$ cat src/rtl/pwls_pkg.sv
// Shared types, constants and register map for the pulse-width LED serializer.
package pwls_pkg;

    localparam int COLOR_BITS_DEF   = 24;
    localparam int TICK_WIDTH_DEF   = 10;
    localparam int QUEUE_DEPTH_DEF  = 2;

    localparam int COLOR_W  = 24;
    localparam int TIME_W   = 10;
    localparam int LEDS_W   = 8;
    localparam int BRIGHT_W = 2;
    localparam int ADDR_W   = 5;
    localparam int DATA_W   = 32;
    localparam int IDX_W    = 3;

    localparam logic [TIME_W-1:0] ONE_HIGH_RST  = TIME_W'(40);
    localparam logic [TIME_W-1:0] ONE_LOW_RST   = TIME_W'(22);
    localparam logic [TIME_W-1:0] ZERO_HIGH_RST = TIME_W'(20);
    localparam logic [TIME_W-1:0] ZERO_LOW_RST  = TIME_W'(42);
    localparam logic [LEDS_W-1:0] LEDS_RST      = LEDS_W'(20);

    typedef enum logic [IDX_W-1:0] {
        REG_BRIGHTNESS = 3'd0,
        REG_ONE_HIGH   = 3'd1,
        REG_ONE_LOW    = 3'd2,
        REG_ZERO_HIGH  = 3'd3,
        REG_ZERO_LOW   = 3'd4,
        REG_LEDS       = 3'd5
    } t_reg_idx;

    typedef enum logic [BRIGHT_W-1:0] {
        BR_FULL    = 2'd0,
        BR_3Q      = 2'd1,
        BR_HALF    = 2'd2,
        BR_QUARTER = 2'd3
    } t_bright;

    typedef struct packed {
        logic               operation;
        logic [COLOR_W-1:0] color;
    } t_in_item;

    typedef struct packed {
        logic line_out;
        logic busy_res;
        logic column_done;
    } t_out_item;

    typedef struct packed {
        logic               is_start;
        logic [COLOR_W-1:0] color;
    } t_cmd;

    typedef struct packed {
        t_bright             brightness;
        logic [TIME_W-1:0]   one_high;
        logic [TIME_W-1:0]   one_low;
        logic [TIME_W-1:0]   zero_high;
        logic [TIME_W-1:0]   zero_low;
        logic [LEDS_W-1:0]   leds;
    } t_cfg;

endpackage

$ cat src/rtl/pulse_width_led_serializer_core.sv
// Top level of the pulse-width LED serializer core.
// One item is one tick of line timing; the core takes one item per clock while
// full is low and returns exactly one result item for each, in order. An
// accepted item is classified and color-scaled on entry and held in a two-entry
// command queue. The serializer engine consumes it when the result queue is not
// full, updates its bit and phase counters and writes the line level, busy and
// column-done flags into a two-entry result queue, whose head is popped.
// full rises only when the result side stops popping and both queues fill.
// Registers are to be written over APB only while no items are in flight; the
// block itself does not enforce this.
module pulse_width_led_serializer_core #(
    parameter int COLOR_BITS         = pwls_pkg::COLOR_BITS_DEF,
    parameter int TICK_COUNTER_WIDTH = pwls_pkg::TICK_WIDTH_DEF,
    parameter int QUEUE_DEPTH        = pwls_pkg::QUEUE_DEPTH_DEF
) (
    input  logic                        i_clk,
    input  logic                        i_rst_n,
    input  logic                        push,
    output logic                        full,
    input  pwls_pkg::t_in_item          i_in_item,
    output logic                        empty,
    input  logic                        pop,
    output pwls_pkg::t_out_item         o_out_item,
    input  logic                        psel,
    input  logic                        penable,
    input  logic                        pwrite,
    input  logic [pwls_pkg::ADDR_W-1:0] paddr,
    input  logic [pwls_pkg::DATA_W-1:0] pwdata,
    output logic [pwls_pkg::DATA_W-1:0] prdata,
    output logic                        pready
);

    localparam int CMD_W = $bits(pwls_pkg::t_cmd);
    localparam int RES_W = $bits(pwls_pkg::t_out_item);

    pwls_pkg::t_cfg      cfg;
    pwls_pkg::t_cmd      cmd_in, cmd_out;
    pwls_pkg::t_out_item res_in;
    logic                cmd_push, cmd_full, cmd_empty, cmd_pop;
    logic                res_push, res_full;
    logic [CMD_W-1:0]    cmd_out_bits;
    logic [RES_W-1:0]    res_out_bits;

    assign cmd_out    = pwls_pkg::t_cmd'(cmd_out_bits);
    assign o_out_item = pwls_pkg::t_out_item'(res_out_bits);

    pwls_regs u_regs (
        .i_clk   (i_clk),
        .i_rst_n (i_rst_n),
        .psel    (psel),
        .penable (penable),
        .pwrite  (pwrite),
        .paddr   (paddr),
        .pwdata  (pwdata),
        .prdata  (prdata),
        .pready  (pready),
        .o_cfg   (cfg)
    );

    pwls_front u_front (
        .i_push       (push),
        .i_item       (i_in_item),
        .o_full       (full),
        .i_brightness (cfg.brightness),
        .o_q_push     (cmd_push),
        .o_cmd        (cmd_in),
        .i_q_full     (cmd_full)
    );

    pwls_fifo #(
        .WIDTH (CMD_W),
        .DEPTH (QUEUE_DEPTH)
    ) u_cmd_q (
        .i_clk   (i_clk),
        .i_rst_n (i_rst_n),
        .i_push  (cmd_push),
        .i_data  (cmd_in),
        .o_full  (cmd_full),
        .i_pop   (cmd_pop),
        .o_data  (cmd_out_bits),
        .o_empty (cmd_empty)
    );

    pwls_engine #(
        .COLOR_BITS         (COLOR_BITS),
        .TICK_COUNTER_WIDTH (TICK_COUNTER_WIDTH)
    ) u_engine (
        .i_clk       (i_clk),
        .i_rst_n     (i_rst_n),
        .i_cfg       (cfg),
        .i_cmd_empty (cmd_empty),
        .i_cmd       (cmd_out),
        .o_cmd_pop   (cmd_pop),
        .i_res_full  (res_full),
        .o_res_push  (res_push),
        .o_res       (res_in)
    );

    pwls_fifo #(
        .WIDTH (RES_W),
        .DEPTH (QUEUE_DEPTH)
    ) u_res_q (
        .i_clk   (i_clk),
        .i_rst_n (i_rst_n),
        .i_push  (res_push),
        .i_data  (res_in),
        .o_full  (res_full),
        .i_pop   (pop),
        .o_data  (res_out_bits),
        .o_empty (empty)
    );

endmodule

$ cat src/rtl/pwls_regs.sv
// APB configuration register file.
module pwls_regs (
    input  logic                        i_clk,
    input  logic                        i_rst_n,
    input  logic                        psel,
    input  logic                        penable,
    input  logic                        pwrite,
    input  logic [pwls_pkg::ADDR_W-1:0] paddr,
    input  logic [pwls_pkg::DATA_W-1:0] pwdata,
    output logic [pwls_pkg::DATA_W-1:0] prdata,
    output logic                        pready,
    output pwls_pkg::t_cfg              o_cfg
);

    pwls_pkg::t_cfg   r_cfg;
    pwls_pkg::t_reg_idx idx;
    logic             wr_en;

    assign idx    = pwls_pkg::t_reg_idx'(paddr[pwls_pkg::ADDR_W-1:2]);
    assign pready = 1'b1;
    assign wr_en  = psel && penable && pwrite;
    assign o_cfg  = r_cfg;

    always_ff @(posedge i_clk) begin
        if (!i_rst_n) begin
            r_cfg.brightness <= pwls_pkg::BR_FULL;
            r_cfg.one_high   <= pwls_pkg::ONE_HIGH_RST;
            r_cfg.one_low    <= pwls_pkg::ONE_LOW_RST;
            r_cfg.zero_high  <= pwls_pkg::ZERO_HIGH_RST;
            r_cfg.zero_low   <= pwls_pkg::ZERO_LOW_RST;
            r_cfg.leds       <= pwls_pkg::LEDS_RST;
        end else if (wr_en) begin
            case (idx)
                pwls_pkg::REG_BRIGHTNESS: begin
                    r_cfg.brightness <= pwls_pkg::t_bright'(pwdata[pwls_pkg::BRIGHT_W-1:0]);
                end
                pwls_pkg::REG_ONE_HIGH:  r_cfg.one_high  <= pwdata[pwls_pkg::TIME_W-1:0];
                pwls_pkg::REG_ONE_LOW:   r_cfg.one_low   <= pwdata[pwls_pkg::TIME_W-1:0];
                pwls_pkg::REG_ZERO_HIGH: r_cfg.zero_high <= pwdata[pwls_pkg::TIME_W-1:0];
                pwls_pkg::REG_ZERO_LOW:  r_cfg.zero_low  <= pwdata[pwls_pkg::TIME_W-1:0];
                pwls_pkg::REG_LEDS:      r_cfg.leds      <= pwdata[pwls_pkg::LEDS_W-1:0];
                default: ;
            endcase
        end
    end

    always_comb begin
        case (idx)
            pwls_pkg::REG_BRIGHTNESS: prdata = pwls_pkg::DATA_W'(r_cfg.brightness);
            pwls_pkg::REG_ONE_HIGH:   prdata = pwls_pkg::DATA_W'(r_cfg.one_high);
            pwls_pkg::REG_ONE_LOW:    prdata = pwls_pkg::DATA_W'(r_cfg.one_low);
            pwls_pkg::REG_ZERO_HIGH:  prdata = pwls_pkg::DATA_W'(r_cfg.zero_high);
            pwls_pkg::REG_ZERO_LOW:   prdata = pwls_pkg::DATA_W'(r_cfg.zero_low);
            pwls_pkg::REG_LEDS:       prdata = pwls_pkg::DATA_W'(r_cfg.leds);
            default:                  prdata = '0;
        endcase
    end

endmodule

$ cat src/rtl/pwls_fifo.sv
// Small register-based queue with simultaneous push and pop.
module pwls_fifo #(
    parameter int WIDTH = 8,
    parameter int DEPTH = pwls_pkg::QUEUE_DEPTH_DEF
) (
    input  logic             i_clk,
    input  logic             i_rst_n,
    input  logic             i_push,
    input  logic [WIDTH-1:0] i_data,
    output logic             o_full,
    input  logic             i_pop,
    output logic [WIDTH-1:0] o_data,
    output logic             o_empty
);

    localparam int PTR_W = (DEPTH > 1) ? $clog2(DEPTH) : 1;
    localparam int CNT_W = $clog2(DEPTH + 1);

    logic [WIDTH-1:0] r_mem [DEPTH];
    logic [PTR_W-1:0] r_wr_ptr;
    logic [PTR_W-1:0] r_rd_ptr;
    logic [CNT_W-1:0] r_count;
    logic             do_push;
    logic             do_pop;

    assign o_full  = (r_count == CNT_W'(DEPTH));
    assign o_empty = (r_count == '0);
    assign o_data  = r_mem[r_rd_ptr];
    assign do_push = i_push && !o_full;
    assign do_pop  = i_pop && !o_empty;

    always_ff @(posedge i_clk) begin
        if (do_push) begin
            r_mem[r_wr_ptr] <= i_data;
        end
    end

    always_ff @(posedge i_clk) begin
        if (!i_rst_n) begin
            r_wr_ptr <= '0;
            r_rd_ptr <= '0;
            r_count  <= '0;
        end else begin
            if (do_push) begin
                r_wr_ptr <= (r_wr_ptr == PTR_W'(DEPTH - 1)) ? '0 : r_wr_ptr + 1'b1;
            end
            if (do_pop) begin
                r_rd_ptr <= (r_rd_ptr == PTR_W'(DEPTH - 1)) ? '0 : r_rd_ptr + 1'b1;
            end
            if (do_push && !do_pop) begin
                r_count <= r_count + 1'b1;
            end else if (do_pop && !do_push) begin
                r_count <= r_count - 1'b1;
            end
        end
    end

endmodule

$ cat src/rtl/pwls_front.sv
// Front end: accepts items, classifies starts and scales the start color.
module pwls_front (
    input  logic               i_push,
    input  pwls_pkg::t_in_item i_item,
    output logic               o_full,
    input  pwls_pkg::t_bright  i_brightness,
    output logic               o_q_push,
    output pwls_pkg::t_cmd     o_cmd,
    input  logic               i_q_full
);

    function automatic logic [7:0] scale_byte(input logic [7:0] b,
                                              input pwls_pkg::t_bright lvl);
        logic [7:0] r;
        case (lvl)
            pwls_pkg::BR_3Q:      r = b - (b >> 2);
            pwls_pkg::BR_HALF:    r = b >> 1;
            pwls_pkg::BR_QUARTER: r = b >> 2;
            default:              r = b;
        endcase
        return r;
    endfunction

    assign o_full   = i_q_full;
    assign o_q_push = i_push && !i_q_full;

    always_comb begin
        o_cmd.is_start = i_item.operation;
        o_cmd.color    = {scale_byte(i_item.color[23:16], i_brightness),
                          scale_byte(i_item.color[15:8],  i_brightness),
                          scale_byte(i_item.color[7:0],   i_brightness)};
    end

endmodule

$ cat src/rtl/pwls_engine.sv
// Back end: one-wire pulse-width serializer, one queued item per tick.
module pwls_engine #(
    parameter int COLOR_BITS         = pwls_pkg::COLOR_BITS_DEF,
    parameter int TICK_COUNTER_WIDTH = pwls_pkg::TICK_WIDTH_DEF
) (
    input  logic                i_clk,
    input  logic                i_rst_n,
    input  pwls_pkg::t_cfg      i_cfg,
    input  logic                i_cmd_empty,
    input  pwls_pkg::t_cmd      i_cmd,
    output logic                o_cmd_pop,
    input  logic                i_res_full,
    output logic                o_res_push,
    output pwls_pkg::t_out_item o_res
);

    localparam int BPW = $clog2(COLOR_BITS);
    localparam int TW  = TICK_COUNTER_WIDTH;
    localparam logic [31:0] TICK_MAX = 32'((64'd1 << TW) - 64'd1);

    function automatic logic [TW-1:0] clamp_ticks(input logic [pwls_pkg::TIME_W-1:0] v);
        logic [31:0] vx;
        logic [31:0] r;
        vx = 32'(v);
        if (vx == '0) begin
            r = 32'd1;
        end else if (vx > TICK_MAX) begin
            r = TICK_MAX;
        end else begin
            r = vx;
        end
        return r[TW-1:0];
    endfunction

    logic [COLOR_BITS-1:0]      r_color, s_color;
    logic [BPW-1:0]             r_bp, s_bp, n_bp;
    logic                       r_low, s_low, n_low;
    logic [TW-1:0]              r_ticks, s_ticks, n_ticks, t_dec;
    logic [pwls_pkg::LEDS_W-1:0] r_leds, s_leds, n_leds, leds_dec;
    logic                       r_active, s_act, n_active;
    logic [31:0]                color_ext;
    logic                       fire;
    logic                       bit_hi;
    logic                       bit_next;

    assign fire       = !i_cmd_empty && !i_res_full;
    assign o_cmd_pop  = fire;
    assign o_res_push = fire;
    assign color_ext  = {8'd0, i_cmd.color};

    always_comb begin
        s_color = r_color;
        s_bp    = r_bp;
        s_low   = r_low;
        s_ticks = r_ticks;
        s_leds  = r_leds;
        s_act   = r_active;
        if (!r_active && i_cmd.is_start) begin
            s_color = color_ext[COLOR_BITS-1:0];
            s_bp    = BPW'(COLOR_BITS - 1);
            s_leds  = (i_cfg.leds == '0) ? pwls_pkg::LEDS_W'(1) : i_cfg.leds;
            s_act   = 1'b1;
            s_low   = 1'b0;
            s_ticks = clamp_ticks(s_color[COLOR_BITS-1] ? i_cfg.one_high : i_cfg.zero_high);
        end

        n_bp     = s_bp;
        n_low    = s_low;
        n_leds   = s_leds;
        n_active = s_act;
        o_res    = '0;
        t_dec    = (s_ticks != '0) ? s_ticks - 1'b1 : s_ticks;
        n_ticks  = t_dec;
        leds_dec = s_leds - 1'b1;
        bit_hi   = s_color[s_bp];
        bit_next = s_color[s_bp - 1'b1];

        if (s_act) begin
            o_res.line_out = !s_low;
            o_res.busy_res = 1'b1;
            if (t_dec == '0) begin
                if (!s_low) begin
                    n_low   = 1'b1;
                    n_ticks = clamp_ticks(bit_hi ? i_cfg.one_low : i_cfg.zero_low);
                end else if (s_bp != '0) begin
                    n_bp    = s_bp - 1'b1;
                    n_low   = 1'b0;
                    n_ticks = clamp_ticks(bit_next ? i_cfg.one_high : i_cfg.zero_high);
                end else begin
                    n_leds = leds_dec;
                    if (leds_dec != '0) begin
                        n_bp    = BPW'(COLOR_BITS - 1);
                        n_low   = 1'b0;
                        n_ticks = clamp_ticks(s_color[COLOR_BITS-1] ?
                                              i_cfg.one_high : i_cfg.zero_high);
                    end else begin
                        n_active          = 1'b0;
                        n_low             = 1'b0;
                        o_res.column_done = 1'b1;
                    end
                end
            end
        end
    end

    always_ff @(posedge i_clk) begin
        if (!i_rst_n) begin
            r_color  <= '0;
            r_bp     <= '0;
            r_low    <= 1'b0;
            r_ticks  <= '0;
            r_leds   <= '0;
            r_active <= 1'b0;
        end else if (fire) begin
            r_color  <= s_color;
            r_bp     <= n_bp;
            r_low    <= n_low;
            r_ticks  <= n_ticks;
            r_leds   <= n_leds;
            r_active <= n_active;
        end
    end

`ifndef SYNTH
    a_active_ticks: assert property (@(posedge i_clk) disable iff (!i_rst_n)
        r_active |-> (r_ticks != '0) && (r_leds != '0))
        else $error("active column with empty tick or led count");

    a_done_shape: assert property (@(posedge i_clk) disable iff (!i_rst_n)
        (fire && o_res.column_done) |-> (o_res.busy_res && !o_res.line_out))
        else $error("column end item malformed");

    a_done_idle: assert property (@(posedge i_clk) disable iff (!i_rst_n)
        (fire && o_res.column_done) |=> !r_active)
        else $error("engine still active after column end");

    a_idle_quiet: assert property (@(posedge i_clk) disable iff (!i_rst_n)
        (!r_active && !i_cmd.is_start) |-> (o_res == '0))
        else $error("idle tick produced nonzero result");
`endif

endmodule

$ cat config.mk
export PLATFORM = sky130hd
export DESIGN_NAME = pulse_width_led_serializer_core
export DESIGN_NICKNAME = d
export VERILOG_FILES = /design/src/rtl/pwls_pkg.sv /design/src/rtl/pulse_width_led_serializer_core.sv /design/src/rtl/pwls_regs.sv /design/src/rtl/pwls_fifo.sv /design/src/rtl/pwls_front.sv /design/src/rtl/pwls_engine.sv
export SDC_FILE = /design/constraint.sdc
export NUM_CORES = 1
export LEC_CHECK = 0
export BUFFER_PORTS_ARGS = -buffer_cell sky130_fd_sc_hd__buf_2
export CORE_ASPECT_RATIO = 0.5
export CORE_MARGIN = 8
export CORE_UTILIZATION = 40
export DETAILED_ROUTE_END_ITERATION = 10
export GPL_TIMING_DRIVEN = 0
export SKIP_LAST_GASP = 1
export SYNTH_ARGS = -nofsm -noshare
export SYNTH_HDL_FRONTEND = slang
export SYNTH_SLANG_ARGS = --single-unit
export TNS_END_PERCENT = 1
$ cat constraint.sdc
create_clock -name i_clk -period 5 [get_ports i_clk]
set_input_delay 1 -clock i_clk [delete_from_list [all_inputs] [get_ports i_clk]]
set_output_delay 1 -clock i_clk [all_outputs]
set_load 0.02 [all_outputs]
After elaboration in Yosys (flattened, before gate mapping)
Memories as Yosys holds them, arrays and structs flattened. A register that Yosys moved wholly into a read port is not among the register bits.
Cells that the tools add are included.
{"block": "classes", "addsub": 14, "magnitude_cmp": 2, "eq_ne": 10, "n_mux": 67, "reduce_logical": 43}
{"operator": "$mux W10", "n": 15}
{"operator": "$pmux W8 S3", "n": 3}
{"operator": "$pmux W10 S6", "n": 1}
{"operator": "$logic_not A10 Y1", "n": 5}
{"operator": "$mux W8", "n": 6}
{"operator": "$mux W5", "n": 6}
{"operator": "$mux W1", "n": 28}
{"operator": "$mux W24", "n": 1}
{"operator": "$sub A8 B6 Y8", "n": 3}
{"operator": "$logic_and A1 B1 Y1", "n": 13}
{"operator": "$lt A5 B6 Y1 const B", "n": 2}
{"operator": "$reduce_and A2 Y1", "n": 6}
{"operator": "$bmux W1 S5", "n": 2}
{"operator": "$logic_not A1 Y1", "n": 10}
{"operator": "$reduce_bool A10 Y1", "n": 1}
{"operator": "$sub A10 B1 Y10 const B", "n": 1}
{"operator": "$eq A2 B2 Y1 const B", "n": 4}
{"operator": "$logic_not A8 Y1", "n": 1}
{"operator": "$mux W2", "n": 4}
{"operator": "$reduce_bool A8 Y1", "n": 1}
{"operator": "$sub A8 B1 Y8 const B", "n": 1}
{"operator": "$eq A3 B2 Y1 const B", "n": 2}
{"operator": "$eq A3 B3 Y1 const B", "n": 2}
{"operator": "$reduce_bool A5 Y1", "n": 1}
{"operator": "10 further kinds", "n": 17}
{"block": "word_totals", "register_bits": 107, "mem_bits_rw": 56, "inputBits": 69, "elab_cells": 156, "memories": 2}
{"memory": "u_cmd_q.r_mem", "depth": 2, "word_bits": 25, "rd": 1, "rd_ports_with_merged_regs": 1, "wr": 1, "line": "pwls_fifo.sv:19", "rtl": "logic [WIDTH-1:0] r_mem [DEPTH];"}
{"memory": "u_res_q.r_mem", "depth": 2, "word_bits": 3, "rd": 1, "rd_ports_with_merged_regs": 1, "wr": 1, "line": "pwls_fifo.sv:19"}

Depth between registers and ports, before layout
{"block": "depth", "ltp_word": 13, "depth_mapped": 19, "mapped_depth_nobuf": 13}

Modules after synthesis
A second synthesis with hierarchy kept.
{"block": "unflattened", "cells_unflattened": 1157, "hier_area_um2": 10849.2}
{"module": "pwls_engine", "instances": 1, "cells_per_inst": 588, "area_each_um2": 4468.0}
{"module": "pwls_regs", "instances": 1, "cells_per_inst": 263, "area_each_um2": 2488.6}
{"module": "pwls_fifo (u_cmd_q)", "instances": 1, "cells_per_inst": 103, "area_each_um2": 2037.0}
{"module": "pwls_front", "instances": 1, "cells_per_inst": 168, "area_each_um2": 1413.9}
{"module": "pwls_fifo (u_res_q)", "instances": 1, "cells_per_inst": 35, "area_each_um2": 441.7}

Least setup slack after synthesis
OpenSTA, ideal clock, no wires.
{"block": "synth_timing", "path_kind": "reg2reg", "startpoint": "reg with a tool-made name", "endpoint": "reg u_engine.r_ticks[5]", "arrival_time_ps": 4228, "required_time_ps": 4883, "setup_slack_ps": 655, "stages_incl_launch_ff": 20, "period_less_slack_ps": 4345, "cell_sequence": "dfxtp_1 buf_6 mux2i_4 nor2_4 buf_2 clkbuf_1 clkbuf_1 clkbuf_1 nor2_1 ha_1 clkbuf_1 clkinv_1 o22ai_1 nor4_1 a221oi_1 a31oi_1 o21ai_1 o21bai_1 a221o_1 a32o_1"}
{"item": "end signal: assignment", "line": "pwls_engine.sv:118", "rtl": "r_ticks <= n_ticks;"}
{"item": "end: declaration", "line": "pwls_engine.sv:38", "rtl": "logic [TW-1:0] r_ticks, s_ticks, n_ticks, t_dec;"}

==> flow_summary_export.csv <==
group,metric,value,unit
critical_path,reg2reg_depth,14,
global_route,grt_pass1_vias,9172,
synthesis,synth_area,10440,sq um
place,placedInstanceArea,11260,sq um
timing,worst_pin_slew,1.321,ns
timing,hold_slack,0.4888,ns
global_route,grt_usage,20.39,%
flow_run,maxCapViolCount,0,
global_route,grt_start_max_net_pins,26,
place,gp_congestion,0.9421,
synthesis,synth-adder-area-share,3.452,%
timing,fin_skew,0.01727,ns
critical_path,cp_slowest_cell,"nor3_1",
synthesis,synthFlopType,"dfxtp_1",
power,p_per_area,511.1,nW/um^2
critical_path,critical_path_arrival,5.29,ns
detailed_routing,wl_per_cell,20.76,um
cts,root_buffer,"clkbuf_16",
detailed_routing,drcViolationCount,0,
synthesis,yosysWarnings,0,
synthesis,synth_cells,1128,
critical_path,crit_type,"flip-flop to flip-flop",
cells_and_area,post_layout_nonfiller_instances,1583,
synthesis,yosys.area_share.xor_xnor,3.020,%
timing,maxSlewHeadroom,11.92,%
critical_path,critPathCaptureType,"flip-flop",
timing,maxSlewViolCount,0,
cts,clock_path_buffers,2,
synthesis,async_reset_ff_share,0,%
critical_path,path_buf_inv,2,
detailed_routing,vias_per_cell,5.857,
cells_and_area,antenna_cells,0,
critical_path,max_stage_delay,0.58,ns
global_route,gr-total-overflow,0,
worst_hold_path,min_from,"u_engine.r_leds[1]",
global_route,antenna_found_initial,0,
synthesis,synth_top_area_cell,"dfxtp_1",
worst_hold_path,hold_class,"flip-flop to flip-flop",
floorplan,row_count,41,
detailed_routing,drt_wl_total,32860,um
synthesis,synthDominantCellAreaShare,20.90,%
synthesis,synth_edf_count,56,
power,vdd_drop_max,0.0002675,V
synthesis,ys_seq_elements,165,
critical_path,path_cells,"mux2_2, nand2_1, buf_2, nor2_1, a21oi_2, ha_1, clkbuf_1, xor2_1, o32ai_2, or3b_4, a21oi_1, nand2_1, nor3_1, a32o_1",
floorplan,dieArea,31840,sq um
synthesis,synth_compound_area_share,17.69,%
floorplan,pin_count,107,
detailed_routing,first_iter_violations,765,
timing,layout_setup_ws,0.1064,ns
synthesis,synth-simple-area-share,15.95,%
cells_and_area,nFillCells,2485,
power,p_leak,0.004434,uW
floorplan,start_util,41.03,%
detailed_routing,drtAntennaViolNets,0,
place,dp_cells,1552,
cells_and_area,finish.utilization,46.69,%
critical_path,r2r_start,"u_cmd_q.r_mem[1][24]",
synthesis,avgSynthCellArea,9.254,sq um
synthesis,synth_area_leaders,"dfxtp_1 21%, edfxtp_1 16%, mux2i_1 9.8%, mux4_2 5.0%, nor2_1 4.4%",
floorplan,die_h,130.2,um
global_route,grt_pass1_wl,51230,um
critical_path,worstReg2RegEnd,"u_engine.r_ticks[5]",
outcome,status,"finished, final reports clean",
timing,finalHoldViolations,0,
synthesis,yosysMostFrequentCell,"nor2_1",
critical_path,crit_required,5.39,ns
cts,cts.sink_count,165,
critical_path,path_delay_family,"simple AND/OR/NAND/NOR gates",
cells_and_area,design_area,11880,sq um
critical_path,rrSetupSlack,0.11,ns
detailed_routing,vias,9271,
critical_path,start_kind,"flip-flop",
timing,min_period_over_period,97.87,%
cts,cts_tree,"built",
cts,cts_buffers,17,
synthesis,yosysSeqAreaShare,37.01,%
timing,max_freq,204.3,MHz
synthesis,synth_top_family_by_area,"compound AO/OA/AOI/OAI gates",
cells_and_area,fin_nets,1322,
critical_path,cp_max_fo,10,
timing,finalSetupViolCount,0,
place,dp_hpwl,24840,um
synthesis,synth_commonest_cells,"121 x nor2_1, 109 x dfxtp_1, 102 x mux2i_1",
critical_path,cp_common_cell,"nand2_1",
cts,clock_latency,0.46,ns
floorplan,die_w,244.5,um
synthesis,synthMuxAreaShare,16.58,%
floorplan,core_area,25440,sq um
detailed_routing,firstDrtPassIters,6,
place,portBuffers,57,
worst_hold_path,hold_end,"u_engine.r_leds[1]",
cts,clk_pin_slew_worst_paths,0.07,ns
cts,cts-htree-levels,4,
timing,period_needed,4.894,ns
synthesis,ys_types,82,
timing,rsz0062_at_grt,"true",
worst_hold_path,hold-path-cell-count,2,
place,place_worst_setup_slack,-1.075,ns
cells_and_area,drive_gt1_share,14.69,%
cells_and_area,area.growth.synth_to_final,13.81,%
==> worst max path at each step <==
stage                     cells after the start                  from             endpoint  slack [ns]
final                                        14  u_cmd_q.r_mem[1][24]  u_engine.r_ticks[5]        0.11
after detailed placement                     18  u_cmd_q.r_mem[1][24]  u_engine.r_ticks[5]       -1.07
after CTS                                    17  u_cmd_q.r_mem[1][24]  u_engine.r_ticks[3]      0.0002
after floorplan                              19             flip-flop  u_engine.r_ticks[5]        0.65
after global routing                         17             flip-flop  u_engine.r_ticks[3]       -0.15
after global placement                       18  u_cmd_q.r_mem[1][24]  u_engine.r_ticks[4]       -1.03
==> flip-flops by register name (all words and copies together) (netlist names), named ones only <==
| register | count |
|---|---|
| u_engine.r_low | 1 |
| u_cmd_q.r_mem | 50 |
| u_engine.r_color | 24 |
| u_engine.r_bp | 5 |
| u_cmd_q.r_wr_ptr | 1 |
| u_engine.r_active | 1 |
| u_cmd_q.r_rd_ptr | 1 |
| u_cmd_q.r_count | 2 |
| u_res_q.r_wr_ptr | 1 |
| u_engine.r_ticks | 10 |
| u_res_q.r_rd_ptr | 1 |
| u_regs.o_cfg | 50 |
| u_res_q.r_count | 2 |
| u_res_q.r_mem | 6 |
| u_engine.r_leds | 8 |
==> cell usage in the layout, fill, tap and decap left out, types with 8 or more instances in the layout <==
| cell | instances |
|---|---|
| nand3_1 | 28 |
| o211ai_1 | 9 |
| nor2b_1 | 9 |
| inv_1 | 44 |
| o21ai_0 | 38 |
| and3_1 | 10 |
| mux4_2 | 23 |
| xor2_1 | 19 |
| clkbuf_16 | 17 |
| a21oi_1 | 64 |
| conb_1 | 23 |
| a31oi_1 | 11 |
| ha_1 | 24 |
| clkbuf_1 | 51 |
| o22ai_1 | 12 |
| mux2i_1 | 102 |
| nor2_1 | 119 |
| nor4_1 | 13 |
| a221oi_1 | 8 |
| buf_1 | 9 |
| a211oi_1 | 35 |
| nor3_1 | 21 |
| dfxtp_1 | 109 |
| nand2b_1 | 11 |
| xnor2_1 | 17 |
| edfxtp_1 | 56 |
| buf_2 | 65 |
| mux2_2 | 11 |
| nand2_1 | 98 |
| buf_4 | 25 |
| a21o_1 | 10 |
==> logic make-up (layout without fill, tap and decap cells) <==
logic type               Yosys count  in the layout
AND/OR/NAND/NOR                  351            351
buffers and inverters            143            233
AO/OA/AOI/OAI                    264            264
multiplexers                     140            140
flip-flops                       165            165
other                              2             23
XOR/XNOR                          36             36
adder cells (fa/ha/maj)           27             27
==> power breakdown <==
part           leakage (uW)  total (uW)  switching, uW  internal, uW
clock network      0.000284        1330            660           670
registers           0.00141        1840            180          1660
logic               0.00274        2900           1850          1050
==> per-stage QoR <==
step                      TNS, ns  total power [uW]
after CTS                       0              6010
final                           0              6072
after floorplan                 0              3869
after global placement     -10.33              4619
after detailed placement   -11.21              4674
after global routing      -0.5815              6405
==> per-layer routing <==
layer,global-route usage [%],up-vias,share of wire [%]
met5,0,-,0
met2,32.96,358,46
met1,27.35,4532,46
li1,-,4323,-
met3,3.774,58,6.9
met4,7.081,0,2.0
==> area by class of cell <==
cell class              count  area, sq um  area share, %
clock buffers              18        429.2          3.612
well taps                 344        430.4          3.623
plain buffers              95        479.2          4.034
clock inverters            14        161.4          1.359
flip-flops and latches    165         3864          32.52
inverters                  46        173.9          1.464
multi-input cells         841         6027          50.73
repair buffers             60        315.3          2.654
==> worst reg2reg max path, delay by kind of cell (launching register included) <==
family	cells	cell delay [ns]
compound gates	4	1.24
xor+xnor	1	0.14
fa+ha+maj	1	0.21
buf+inv	2	0.70
flops	1	0.53
mux	1	0.36
simple gates	5	1.67
==> repair_timing <==
action                                  4_1_cts  5_1_grt
pin swaps                                     0        1
hold buffers                                  0        0
setup buffers                                 0        1
hold endpoints to repair                      0        0
gates cloned                                  0        0
endpoints found under the setup margin       21       16
resized for setup                             5        5
No activity file was read; power rests on OpenSTA's default activity.
